File: src/sv/drfe_pkg.sv
package drfe_pkg;

    // Input sample width and the widest decimal form a 31-bit magnitude needs
    localparam int MAG_W          = 32;
    localparam int MAX_BCD_DIGITS = 10;
    localparam int ND_W           = 4;
    localparam int POS_W          = 5;

    typedef logic signed [MAG_W-1:0] t_value;
    typedef logic [7:0]              t_byte;

    // Status handed from the converter to the frame sequencer
    typedef struct packed {
        logic            done;
        logic            neg;
        logic [ND_W-1:0] nd;
    } t_conv_stat;

    // CRC-16 (reflected) parameters
    localparam logic [15:0] CRC_INIT = 16'hFFFF;
    localparam logic [15:0] CRC_POLY = 16'hA001;

    // Frame characters
    localparam t_byte CH_ZERO  = 8'h30;
    localparam t_byte CH_B     = 8'h42;
    localparam t_byte CH_POS   = 8'h31;
    localparam t_byte CH_NEG   = 8'h32;
    localparam t_byte CH_HEX_A = 8'h60;
    localparam t_byte CH_CR    = 8'h0d;
    localparam t_byte CH_LF    = 8'h0a;

    // Decimal digits held in the BCD register for a given digit limit
    function automatic int bcd_digits(int max_digits);
        return (max_digits < MAX_BCD_DIGITS) ? max_digits : MAX_BCD_DIGITS;
    endfunction

    // Power of ten, evaluated at elaboration only
    function automatic logic [63:0] pow10(int n);
        logic [63:0] r;
        r = 64'd1;
        for (int k = 0; k < n; k++) begin
            r = r * 64'd10;
        end
        return r;
    endfunction

    // Fold one byte into the CRC, one bit per step
    function automatic logic [15:0] crc_byte(logic [15:0] crc, t_byte b);
        logic [15:0] c;
        c = crc ^ {8'h00, b};
        for (int k = 0; k < 8; k++) begin
            c = c[0] ? ((c >> 1) ^ CRC_POLY) : (c >> 1);
        end
        return c;
    endfunction

    // Lowercase hex character for one nibble
    function automatic t_byte hex_char(logic [3:0] nib);
        t_byte r;
        if (nib > 4'd9) begin
            r = CH_HEX_A + {4'h0, nib} - 8'd9;
        end else begin
            r = CH_ZERO + {4'h0, nib};
        end
        return r;
    endfunction

endpackage

File: src/sv/drfe_if.sv
interface drfe_in_if;
    import drfe_pkg::*;

    logic   valid;
    logic   ready;
    t_value value;

    modport source (output valid, output value, input ready);
    modport sink   (input valid, input value, output ready);
endinterface

interface drfe_out_if;
    import drfe_pkg::*;

    logic  valid;
    logic  ready;
    t_byte frame_byte;
    logic  last_byte;

    modport source (output valid, output frame_byte, output last_byte, input ready);
    modport sink   (input valid, input frame_byte, input last_byte, output ready);
endinterface

File: src/sv/decimal_reply_frame_encoder_unit.sv
// Decimal reply frame encoder.
// Input channel i_in carries one signed 32-bit value per transaction; output
// channel o_out carries the reply frame one ASCII byte per transaction, with
// last_byte high on the closing line feed. A frame is 13 + D bytes, D being
// the number of decimal digits of the magnitude (no digits for zero).
// After a transaction on i_in the converter forms and clamps the magnitude,
// runs a shift-and-add-three loop over all 32 input bits (one input bit per
// cycle) and then drops leading zero digits from its BCD register, which is
// MAX_DIGITS digits deep (at most 10). The sequencer then captures the digits
// and the first byte enters the output register; the bytes follow one per
// cycle while o_out.ready holds. A new value is taken only once the line
// feed sits in the output register.
// A stall on o_out freezes the byte sequencer; the CRC advances only as the
// sign and digit bytes enter the output register, so nothing is lost.
// Synchronous reset empties the output register and returns to idle.
module decimal_reply_frame_encoder_unit #(
    parameter int MAX_DIGITS = 10
) (
    input  logic        i_clk,
    input  logic        i_rst_n,
    drfe_in_if.sink     i_in,
    drfe_out_if.source  o_out
);
    import drfe_pkg::*;

    localparam int BCD_DIGITS = bcd_digits(MAX_DIGITS);
    localparam int BCD_W      = 4 * BCD_DIGITS;

    localparam logic [POS_W-1:0] POS_CNT_HI = POS_W'(4);
    localparam logic [POS_W-1:0] POS_CNT_LO = POS_W'(5);
    localparam logic [POS_W-1:0] POS_SIGN   = POS_W'(6);
    localparam logic [POS_W-1:0] POS_DIGIT  = POS_W'(7);
    localparam logic [POS_W-1:0] POS_MAX    = POS_W'(12 + BCD_DIGITS);
    localparam logic [2:0]       OFF_CR     = 3'd4;
    localparam logic [2:0]       OFF_LF     = 3'd5;

    typedef enum logic [2:0] {
        T_IDLE = 3'b001,
        T_WAIT = 3'b010,
        T_EMIT = 3'b100
    } t_tstate;

    t_tstate          r_state;
    t_conv_stat       w_stat;
    logic [BCD_W-1:0] w_bcd;
    logic [BCD_W-1:0] r_bcd;
    logic [ND_W-1:0]  r_nd;
    logic             r_neg;
    logic [POS_W-1:0] r_pos;
    logic [15:0]      r_crc;
    logic             r_out_valid;
    t_byte            r_out_byte;
    logic             r_out_last;

    logic             w_accept;
    logic             w_load;
    logic [POS_W-1:0] w_dig_end;
    logic [2:0]       w_off;
    logic [ND_W-1:0]  w_count;
    t_byte            n_byte;
    logic             n_last;
    logic             n_crc_en;
    logic             n_digit;

    assign i_in.ready = (r_state == T_IDLE);
    assign w_accept   = i_in.valid && i_in.ready;

    drfe_bcd_conv #(
        .MAX_DIGITS (MAX_DIGITS)
    ) u_conv (
        .i_clk   (i_clk),
        .i_rst_n (i_rst_n),
        .i_start (w_accept),
        .i_value (i_in.value),
        .o_stat  (w_stat),
        .o_bcd   (w_bcd)
    );

    // In the emit state, load a byte whenever the output register is empty or being drained
    assign w_load    = (r_state == T_EMIT) && (!r_out_valid || o_out.ready);
    assign w_dig_end = POS_DIGIT + POS_W'(r_nd);
    assign w_off     = 3'(r_pos - w_dig_end);
    assign w_count   = r_nd + ND_W'(1);

    // Select the byte at the current frame position
    always_comb begin
        n_byte   = CH_ZERO;
        n_last   = 1'b0;
        n_crc_en = 1'b0;
        n_digit  = 1'b0;
        if (r_pos < POS_CNT_HI) begin
            n_byte = (r_pos == POS_W'(1)) ? CH_B : CH_ZERO;
        end else if (r_pos == POS_CNT_HI) begin
            n_byte = (w_count >= ND_W'(10)) ? (CH_ZERO + 8'd1) : CH_ZERO;
        end else if (r_pos == POS_CNT_LO) begin
            n_byte = (w_count >= ND_W'(10))
                   ? (CH_ZERO + {4'h0, w_count - ND_W'(10)})
                   : (CH_ZERO + {4'h0, w_count});
        end else if (r_pos == POS_SIGN) begin
            n_byte   = r_neg ? CH_NEG : CH_POS;
            n_crc_en = 1'b1;
        end else if (r_pos < w_dig_end) begin
            n_byte   = CH_ZERO + {4'h0, r_bcd[BCD_W-1 -: 4]};
            n_crc_en = 1'b1;
            n_digit  = 1'b1;
        end else begin
            case (w_off)
                3'd0:    n_byte = hex_char(r_crc[15:12]);
                3'd1:    n_byte = hex_char(r_crc[11:8]);
                3'd2:    n_byte = hex_char(r_crc[7:4]);
                3'd3:    n_byte = hex_char(r_crc[3:0]);
                OFF_CR:  n_byte = CH_CR;
                OFF_LF: begin
                    n_byte = CH_LF;
                    n_last = 1'b1;
                end
                default: n_byte = CH_ZERO;
            endcase
        end
    end

    // Advance the frame sequencer
    always_ff @(posedge i_clk) begin
        if (!i_rst_n) begin
            r_state <= T_IDLE;
        end else begin
            case (r_state)
                T_IDLE:  if (w_accept) begin
                    r_state <= T_WAIT;
                end
                T_WAIT:  if (w_stat.done) begin
                    r_state <= T_EMIT;
                end
                T_EMIT:  if (w_load && n_last) begin
                    r_state <= T_IDLE;
                end
                default: r_state <= T_IDLE;
            endcase
        end
    end

    // Capture the digits and walk through the frame
    always_ff @(posedge i_clk) begin
        if ((r_state == T_WAIT) && w_stat.done) begin
            r_bcd <= w_bcd;
            r_nd  <= w_stat.nd;
            r_neg <= w_stat.neg;
            r_pos <= '0;
            r_crc <= CRC_INIT;
        end else if (w_load) begin
            r_pos <= r_pos + POS_W'(1);
            if (n_crc_en) begin
                r_crc <= crc_byte(r_crc, n_byte);
            end
            if (n_digit) begin
                r_bcd <= r_bcd << 4;
            end
        end
    end

    // Hold the output transaction until taken
    always_ff @(posedge i_clk) begin
        if (!i_rst_n) begin
            r_out_valid <= 1'b0;
        end else if (w_load) begin
            r_out_valid <= 1'b1;
        end else if (o_out.ready) begin
            r_out_valid <= 1'b0;
        end
    end

    always_ff @(posedge i_clk) begin
        if (w_load) begin
            r_out_byte <= n_byte;
            r_out_last <= n_last;
        end
    end

    assign o_out.valid      = r_out_valid;
    assign o_out.frame_byte = r_out_byte;
    assign o_out.last_byte  = r_out_last;

    // Checks
    a_last_is_lf: assert property (@(posedge i_clk) disable iff (!i_rst_n)
        (o_out.valid && o_out.last_byte) |-> (o_out.frame_byte == CH_LF))
        else $error("last byte flag on a byte other than line feed");

    a_done_when_waiting: assert property (@(posedge i_clk) disable iff (!i_rst_n)
        w_stat.done |-> (r_state == T_WAIT))
        else $error("converter finished while sequencer not waiting");

    a_pos_in_frame: assert property (@(posedge i_clk) disable iff (!i_rst_n)
        (r_state == T_EMIT) |-> (r_pos <= POS_MAX))
        else $error("frame position ran past the end of the frame");

    a_lf_ends_emit: assert property (@(posedge i_clk) disable iff (!i_rst_n)
        (w_load && n_last) |=> (r_state == T_IDLE))
        else $error("sequencer did not return to idle after line feed");

endmodule

File: src/sv/drfe_bcd_conv.sv
module drfe_bcd_conv #(
    parameter int  MAX_DIGITS = 10,
    localparam int BCD_DIGITS = drfe_pkg::bcd_digits(MAX_DIGITS),
    localparam int BCD_W      = 4 * BCD_DIGITS
) (
    input  logic                 i_clk,
    input  logic                 i_rst_n,
    input  logic                 i_start,
    input  drfe_pkg::t_value     i_value,
    output drfe_pkg::t_conv_stat o_stat,
    output logic [BCD_W-1:0]     o_bcd
);
    import drfe_pkg::*;

    localparam logic [63:0]      MAG_MAX   = pow10(MAX_DIGITS) - 64'd1;
    localparam logic [POS_W-1:0] CONV_LAST = POS_W'(MAG_W - 1);

    typedef enum logic [4:0] {
        C_IDLE  = 5'b00001,
        C_MAG   = 5'b00010,
        C_CLAMP = 5'b00100,
        C_CONV  = 5'b01000,
        C_STRIP = 5'b10000
    } t_cstate;

    t_cstate              r_state, n_state;
    logic [MAG_W-1:0]     r_raw;
    logic [MAG_W-1:0]     r_mag;
    logic [MAG_W-1:0]     n_mag;
    logic                 r_neg;
    logic [BCD_W-1:0]     r_bcd;
    logic [BCD_W-1:0]     n_adj;
    logic [POS_W-1:0]     r_cnt;
    logic [ND_W-1:0]      r_nd;
    logic                 w_lead_zero;

    // Magnitude of the input, most negative value pinned one step in
    always_comb begin
        n_mag = r_raw[MAG_W-1] ? (~r_raw + MAG_W'(1)) : r_raw;
        if (n_mag[MAG_W-1]) begin
            n_mag = {1'b0, {(MAG_W-1){1'b1}}};
        end
    end

    // Add three to every BCD digit of five or more before the shift
    always_comb begin
        n_adj = r_bcd;
        for (int d = 0; d < BCD_DIGITS; d++) begin
            if (r_bcd[4*d +: 4] >= 4'd5) begin
                n_adj[4*d +: 4] = r_bcd[4*d +: 4] + 4'd3;
            end
        end
    end

    assign w_lead_zero = (r_nd != '0) && (r_bcd[BCD_W-1 -: 4] == 4'd0);

    // Advance the conversion sequence
    always_comb begin
        n_state = r_state;
        case (r_state)
            C_IDLE:  if (i_start) begin
                n_state = C_MAG;
            end
            C_MAG:   n_state = C_CLAMP;
            C_CLAMP: n_state = C_CONV;
            C_CONV:  if (r_cnt == CONV_LAST) begin
                n_state = C_STRIP;
            end
            C_STRIP: if (!w_lead_zero) begin
                n_state = C_IDLE;
            end
            default: n_state = C_IDLE;
        endcase
    end

    always_ff @(posedge i_clk) begin
        if (!i_rst_n) begin
            r_state <= C_IDLE;
        end else begin
            r_state <= n_state;
        end
    end

    // Datapath: load, form the magnitude, clamp, shift one bit per cycle, drop leading zeros
    always_ff @(posedge i_clk) begin
        case (r_state)
            C_IDLE: begin
                r_raw <= i_value;
            end
            C_MAG: begin
                r_neg <= r_raw[MAG_W-1];
                r_mag <= n_mag;
            end
            C_CLAMP: begin
                if ({{(64-MAG_W){1'b0}}, r_mag} > MAG_MAX) begin
                    r_mag <= MAG_MAX[MAG_W-1:0];
                end
                r_bcd <= '0;
                r_cnt <= '0;
            end
            C_CONV: begin
                if (BCD_W > 1) begin
                    r_bcd <= {n_adj[BCD_W-2:0], r_mag[MAG_W-1]};
                end
                r_mag <= {r_mag[MAG_W-2:0], 1'b0};
                r_cnt <= r_cnt + POS_W'(1);
                r_nd  <= ND_W'(BCD_DIGITS);
            end
            C_STRIP: begin
                if (w_lead_zero) begin
                    r_bcd <= r_bcd << 4;
                    r_nd  <= r_nd - ND_W'(1);
                end
            end
            default: begin
                r_cnt <= '0;
            end
        endcase
    end

    assign o_stat.done = (r_state == C_STRIP) && !w_lead_zero;
    assign o_stat.neg  = r_neg;
    assign o_stat.nd   = r_nd;
    assign o_bcd       = r_bcd;

endmodule

File: src/flat_wrapper.sv
// flat-port wrapper written by rule: the top's interface ports become plain ports
module decimal_reply_frame_encoder_unit_flat import drfe_pkg::*;
#(
    parameter int MAX_DIGITS = 10
)
  (i_clk, i_rst_n, i_in_valid, i_in_value, i_in_ready, o_out_valid, o_out_frame_byte, o_out_last_byte, o_out_ready);
  drfe_in_if i_in_i ();
  drfe_out_if o_out_i ();
  input  logic i_clk;
  input  logic i_rst_n;
  input wire logic [$bits(i_in_i.valid)-1:0] i_in_valid;
  input wire logic [$bits(i_in_i.value)-1:0] i_in_value;
  output wire logic [$bits(i_in_i.ready)-1:0] i_in_ready;
  output wire logic [$bits(o_out_i.valid)-1:0] o_out_valid;
  output wire logic [$bits(o_out_i.frame_byte)-1:0] o_out_frame_byte;
  output wire logic [$bits(o_out_i.last_byte)-1:0] o_out_last_byte;
  input wire logic [$bits(o_out_i.ready)-1:0] o_out_ready;
  assign i_in_i.valid = i_in_valid;
  assign i_in_i.value = i_in_value;
  assign i_in_ready = i_in_i.ready;
  assign o_out_valid = o_out_i.valid;
  assign o_out_frame_byte = o_out_i.frame_byte;
  assign o_out_last_byte = o_out_i.last_byte;
  assign o_out_i.ready = o_out_ready;
  decimal_reply_frame_encoder_unit #(.MAX_DIGITS(MAX_DIGITS)) u_core (.i_clk(i_clk), .i_rst_n(i_rst_n), .i_in(i_in_i), .o_out(o_out_i));
endmodule
File: config.mk
export PLATFORM = sky130hd
export DESIGN_NAME = decimal_reply_frame_encoder_unit_flat
export DESIGN_NICKNAME = d
export VERILOG_FILES = /design/src/sv/drfe_pkg.sv /design/src/sv/drfe_if.sv /design/src/sv/decimal_reply_frame_encoder_unit.sv /design/src/sv/drfe_bcd_conv.sv /design/src/flat_wrapper.sv
export SDC_FILE = /design/constraint.sdc
export NUM_CORES = 1
export LEC_CHECK = 0
export CAP_MARGIN = 20
export CORE_UTILIZATION = 56
export CTS_BUF_LIST = sky130_fd_sc_hd__clkbuf_8
export CTS_CLUSTER_DIAMETER = 100
export DETAILED_ROUTE_END_ITERATION = 6
export DONT_BUFFER_PORTS = 1
export PLACE_DENSITY = 0.73
export SYNTH_ARGS = -nofsm -noshare
export SYNTH_HDL_FRONTEND = slang
export SYNTH_SLANG_ARGS = --single-unit
File: constraint.sdc
create_clock -name i_clk -period 8.3 [get_ports i_clk]
set_input_delay 2.075 -clock i_clk [delete_from_list [all_inputs] [get_ports i_clk]]
set_output_delay 2.075 -clock i_clk [all_outputs]
set_load 0.02 [all_outputs]
==> impl_metrics.ini, run 1 <==
[yosys]
yosysWarnings = 0
avgSynthCellArea_um2 = 10.3
async_reset_ff_share_pct = 0
synthTopCellsByArea = edfxtp_1 (46%), dfxtp_1 (5.6%), ha_1 (5.5%)
synth-edff-count = 167
syn_area_mm2 = 0.0108
synth_seq_area_share_pct = 52.1
synth_nets = 1136
synth_cell_types = 71
synth_cells = 1052
netlist.area_leader.share_pct = 46.5
synth_area_leader_cell = edfxtp_1
synth_ff_type = edfxtp_1
synth-seq-cells = 197

[run_status]
outcome = finished, final reports clean

[routing]
wl_per_cell_um = 15.8
route.met3.wl_um = 804
routed_via_density = 5.85
dr.max_layer_used = met4
routed_wl_um = 20400
num_vias = 7535
drc = 0
first_pass_iters = 5
drtIter0Drc = 491
postRouteAntennaNets = 0
routed-wl-met2_um = 9780
drt-met1-wl_um = 9400

[setup_path]
cp_slowest_cell = xnor2_1
endpoint_kind = register
crit_start = u_core.r_nd[0]
r2r_start = u_core.r_nd[0]
cp_cell_sequence = inv_1 > ha_1 > fa_1 > xnor2_1 > nand2_1 > nor4b_1 > o32ai_1 > a221oi_1 > xnor2_1 > xor2_2 > xnor3_1 > o21ai_1
worstPathRequired_ns = 8.70
arrival_ns = 4.69
startpoint_type = register
max_stage_delay_ns = 0.52
crit_fanout = 7
crit_top_cell = xnor2_1
worstSetupPathType = reg -> reg

[sta]
rsz0062_at_grt = no
post-route-min-period_ns = 4.29
max_freq_mhz = 233
worst_clock_skew_ns = 0.0176
period_share_pct = 51.7
slew_headroom_pct = 33.1
tightest_slew_ns = 1.00
whs_ns = 0.441
slew_violations = 0
hold_viol = 0
setup_viol = 0
setup_tns_ns = 0

[global_route]
grt_pass1_vias = 7145
track_usage_pct = 21.6
grt_max_degree = 73
grt_remaining_overflow = 0
grt_first_pass_wirelength_um = 33800
antenna_found_initial = 0

[clock_tree]
cts_sinks = 197
cts_tree = yes
numCtsBuffers = 17
cts.clk_slew.worst_paths_ns = 0.12
cts-root-buf = clkbuf_8
cts_resized = 0
clockBufferDepth = 2
cts_hold_buf = 0
clock_latency_ns = 0.48
htree_num_levels = 4
post-cts-setup-buffer-count = 0

[pwr]
power.share.clock_pct = 35.0
ir_drop_mv = 0.140
switching_share_pct = 26.9
internal-power_uw = 1420
p_seq_share_pct = 59.0
pwr-share-comb_pct = 6.0
p_leak_uw = 0.00432
p_sw_uw = 522
cellPowerDensity_mw_per_mm2 = 170

[floorplanning]
coreArea_mm2 = 0.0188
die_w_um = 141
row_count = 50
die_area_mm2 = 0.0198
die_h_um = 141
initial_core_util_pct = 57.5
pin_count = 47

[finish]
antennaDiodeCount = 0
multi_input_area_mm2 = 0.00482
post-route-cell-area_mm2 = 0.0115
layout-drive-gt1-share_pct = 5.79
fin_util_pct = 61.1
layout_common_cells = edfxtp_1 (167), nand2_1 (150), nor2_1 (85)
syn_to_final_growth_pct = 6.24
fin_nets = 1125
final_common_cell = edfxtp_1
finalNonFillerCells = 1288
fill_cells = 1478
seq_area_mm2 = 0.00562

[worst_hold_path]
hp-start = u_core.u_conv.r_neg
hold_path.class = reg -> reg

[run]
cap_violations = 0

[placement]
place_area_mm2 = 0.0110
port-buffer-count = 0
placedCellCount = 1256
place_hpwl_um = 14000
gp_congestion = 0.963
-- cell usage after synthesis, types with 7 or more instances --
cell type,number
o21ai_0,74
a21oi_1,63
or3_1,7
nor3b_1,21
o31ai_1,18
nor2_1,85
a22oi_1,8
nor2b_1,13
o22ai_1,11
edfxtp_1,167
and3_1,7
and2_1,11
dfxtp_1,30
xor2_1,37
a21o_1,7
ha_1,47
xnor2_1,34
inv_1,51
nor3_1,18
a31oi_1,19
o211ai_1,14
clkbuf_1,31
nand2b_1,23
nand3_1,18
nand2_1,151
-- cell type report --
cell class	instances	area share, %
inverters	53	1.74
well taps	234	2.55
repair buffers	10	0.655
clock inverters	15	1.95
clock buffers	17	2.04
multi-input cells	762	42.1
flip-flops and latches	197	49.0
-- worst max-delay path, delay by kind of cell (launching register included) --
family / cells / cell delay [ns]
fa+ha+maj: 2 / 0.90
compound gates: 3 / 0.67
xor+xnor: 4 / 1.54
flops: 1 / 0.47
simple gates: 2 / 0.54
buf+inv: 1 / 0.09
-- path summary, 6_finish.rpt --
kind / slack, ns / to / cells after the start
worst max-delay path: 4.01 / u_core.r_crc[0] / 12
worst max register to register: 4.01 / u_core.r_crc[0] / 12
worst min-delay path: 0.44 / u_core.r_neg / 0
worst min register to register: 0.44 / u_core.r_neg / 0
-- sequential cells by signal, summed over array words and instances (netlist names) --
register,cells
u_core.u_conv.r_neg,1
u_core.u_conv.r_nd,4
u_core.r_crc,16
u_core.u_conv.r_cnt,5
u_core.r_neg,1
u_core.r_state,3
u_core.u_conv.r_state,5
u_core.o_out.last_byte,1
u_core.r_bcd,40
u_core.u_conv.o_bcd,40
u_core.u_conv.r_raw,32
u_core.r_pos,5
u_core.r_nd,4
u_core.u_conv.r_mag,32
u_core.o_out.valid,1
u_core.o_out.frame_byte,7
-- stage by stage --
stage                     total power [uW]  setup WS (ns)
final                                 1940           4.01
after global routing                  2020           3.67
after CTS                             1960           4.07
after detailed placement              1290           4.11
after global placement                1280           4.23
after floorplan                       1260           2.49
-- kinds of logic (layout without fill, tap and decap cells) --
logic type / count (synthesis) / after routing / synth area share, %
compound gates: 252 / 252 / 14.5
xor+xnor: 77 / 77 / 6.90
flops: 197 / 197 / 52.1
other cells: 1 / 1 / 0.0348
simple gates: 380 / 380 / 16.9
buf+inv: 93 / 95 / 3.47
fa+ha+maj: 48 / 48 / 5.64
mux: 4 / 4 / 0.499
-- routing by layer --
layer | up-vias | GRT usage, %
met5 | - | 0
met4 | 0 | 7.38
met3 | 30 | 4.38
met2 | 184 | 36.2
met1 | 3556 | 27.9
li1 | 3765 | -
-- power by group through the flow --
stage / clock [uW] / sequential, uW / combinational, uW
after CTS: 693 / 1150 / 119
after detailed placement: 0 / 1170 / 118
after floorplan: 0 / 1160 / 98.3
after global placement: 0 / 1170 / 115
after global routing: 731 / 1150 / 133
final: 680 / 1150 / 117
(Power assumes the default switching activity.)
==> inputs of run 2 (changes only) <==
ABC_AREA = 1   (was not set)
clock period = 4.49 ns   (was 8.3 ns; I/O delays follow)
==> run 2 against run 1 <==
- count of clock-buffer cells in the layout is the same
- final cell count grew 14%
- worst setup slack lost 3.1 ns
- sequential cell count is the same
- maximum frequency grew 20%
- critical path depth grew 12
- utilization grew 0.062 points
- non-clock buffer count is the same
- sequential power grew 130%
- sequential share of layout area shrank 0.53 points
- critical endpoint unchanged
- highest routed layer unchanged
==> impl_metrics.ini, run 2 <==
[clock_tree]
cts_sinks = 197
cts-root-buf = clkbuf_8
cts.clk_slew.worst_paths_ns = 0.11
cts_resized = 0
htree_num_levels = 4
cts_hold_buf = 0
numCtsBuffers = 17
post-cts-setup-buffer-count = 0
clock_latency_ns = 0.48
clockBufferDepth = 2
cts_tree = yes

[floorplanning]
coreArea_mm2 = 0.0190
die_area_mm2 = 0.0201
pin_count = 47
row_count = 50
initial_core_util_pct = 57.8
die_h_um = 142
die_w_um = 142

[yosys]
synth-edff-count = 167
synth_ff_type = edfxtp_1
synthTopCellsByArea = edfxtp_1 (46%), nand2_1 (7.5%), dfxtp_1 (5.5%)
async_reset_ff_share_pct = 0
syn_area_mm2 = 0.0110
synth_nets = 1283
netlist.area_leader.share_pct = 45.8
avgSynthCellArea_um2 = 9.13
synth_area_leader_cell = edfxtp_1
synth_cell_types = 53
yosysWarnings = 0
synth_seq_area_share_pct = 51.3
yosys-top-cells-count = nand2_1 (219), edfxtp_1 (167), inv_1 (160), nor2_1 (126), o21ai_0 (91)
synth-seq-cells = 197
synth_cells = 1199
synth.most_common_cell = nand2_1

[global_route]
grt_remaining_overflow = 0
grt_pass1_vias = 7596
track_usage_pct = 23.8
grt_max_degree = 87
grt_first_pass_wirelength_um = 37300
antenna_found_initial = 0

[sta]
setup_viol = 0
period_share_pct = 79.4
post-route-min-period_ns = 3.57
rsz0062_at_grt = no
slew_violations = 0
setup_tns_ns = 0
max_freq_mhz = 280
hold_viol = 0
slew_headroom_pct = 40.9
tightest_slew_ns = 0.886
worst_clock_skew_ns = 0.0172

[placement]
place_hpwl_um = 15900
gp_congestion = 0.897
port-buffer-count = 0
place_area_mm2 = 0.0112

[finish]
fin_nets = 1278
layout_common_cells = nand2_1 (219), edfxtp_1 (167), inv_1 (159)
syn_to_final_growth_pct = 5.80
fin_util_pct = 61.1
final_common_cell = nand2_1
post-route-cell-area_mm2 = 0.0116
layout-drive-gt1-share_pct = 9.03
antennaDiodeCount = 0

[setup_path]
startpoint_type = register
crit_fanout = 6
cp_slowest_cell = fa_1
r2r_start = u_core.r_nd[0]
regToRegEndpoint = u_core.r_crc[0]
worstSetupPathType = reg -> reg
r2r_slack_ns = 0.92
endpoint_kind = register
arrival_ns = 3.93
crit_top_cell = nand2_1
crit_family = simple AND/OR/NAND/NOR gates
cp_cell_sequence = inv_1 > ha_1 > fa_1 > inv_1 > nand2_1 > nor2_1 > inv_1 > nand3_1 > o21bai_1 > nand2_1 > nand2_1 > nand2_2 > nand2_2 > nand2_1 > nand2_1 > nand2_1 > nand2_2 > nand2_2 > nand3_1 > nand2_2 > nand2_1 > nand3_1 > nand3_1 > nand2_1
worstPathRequired_ns = 4.86
critical_path_buf_inv_count = 3
max_stage_delay_ns = 0.63
rr_worst_depth = 24

[run]
cap_violations = 0

[worst_hold_path]
min_delay_path_depth = 0
hold_path.class = reg -> reg
hp-start = u_core.u_conv.r_neg
hold_end = u_core.r_neg

[pwr]
p_leak_uw = 0.00494
ir_drop_mv = 0.461
finalPower_uw = 4980
cellPowerDensity_mw_per_mm2 = 430

[routing]
drc = 0
routed_via_density = 5.45
drtIter0Drc = 604
postRouteAntennaNets = 0
wl_per_cell_um = 15.2
routed_wl_um = 22200
num_vias = 7989
first_pass_iters = 5

[run_status]
outcome = finished, final reports clean
run 2: cell count changes after synthesis, sizes merged, moves of 21 or more:
cell / delta
nand2: +94
nor2: +54
nand2b: -22
inv: +114
nor3b: -21
nand3: +52
xnor2: -26
o21ai: +21
run 2: worst max path at each step:
stage	startpoint	end	slack (ns)	cells after the start
final	u_core.r_nd[0]	u_core.r_crc[0]	0.92	24
after global placement	u_core.r_nd[0]	u_core.r_crc[0]	1.02	25
after CTS	u_core.r_nd[0]	u_core.r_crc[0]	0.91	24
after global routing	u_core.r_nd[0]	u_core.r_crc[0]	0.51	19
after floorplan	o_out_ready	u_core.r_bcd[0]	1.10	6
after detailed placement	u_core.r_nd[0]	u_core.r_crc[0]	0.93	24
run 2: area by class of cell:
| type | count | area [um^2] |
|---|---|---|
| timing repair buffer | 10 | 75.1 |
| sequential | 197 | 5620 |
| tap | 260 | 325 |
| multi-input combinational | 800 | 4570 |
| fill | 1615 | 7370 |
| clock inverter | 15 | 135 |
| inverter | 168 | 632 |
| clock buffer | 17 | 234 |
run 2: where the power goes:
group	internal, uW	leakage, uW	switching [uW]	total [uW]
Sequential	2390	0.00177	227	2610
Clock	404	0.000177	677	1080
Combinational	465	0.00299	819	1280
run 2: metrics by stage:
step,hold slack (ns),worst slack (ns),std cells
2_1_floorplan,0.400,1.10,1199
3_3_place_gp,0.408,1.02,1435
3_5_place_dp,0.415,0.933,1435
4_1_cts,0.454,0.908,1467
5_1_grt,0.474,0.514,1467
6_report,0.456,0.924,1467
run 2: cells by family after synthesis:
group	count (synthesis)	synth area share, %
buffers and inverters	202	7.16
and+or+nand+nor	496	20.8
xor gates and xnor gates	46	3.82
adders and majority gates	48	5.55
AOI/OAI and AO/OA	209	11.3
other	1	0.0342
DFF	197	51.3
run 2: layer usage:
| layer | part of all wire (%) | wire length (um) | global-route usage (%) |
|---|---|---|---|
| met5 | 0 | 0 | 0 |
| met1 | 45 | 10100 | 31.6 |
| met3 | 4.1 | 908 | 4.56 |
| met2 | 50 | 11000 | 40.4 |
| met4 | 0.89 | 198 | 5.60 |
run 2: worst reg2reg max path, stage by stage, from the launching register on:
cell	delay (ns)
edfxtp_1	0.43
inv_1	0.11
ha_1	0.38
fa_1	0.63
inv_1	0.12
nand2_1	0.15
nor2_1	0.08
inv_1	0.05
nand3_1	0.09
o21bai_1	0.14
nand2_1	0.07
nand2_1	0.08
nand2_2	0.08
nand2_2	0.09
nand2_1	0.05
nand2_1	0.12
nand2_1	0.10
nand2_2	0.11
nand2_2	0.07
nand3_1	0.13
nand2_2	0.08
nand2_1	0.08
nand3_1	0.07
nand3_1	0.08
nand2_1	0.06
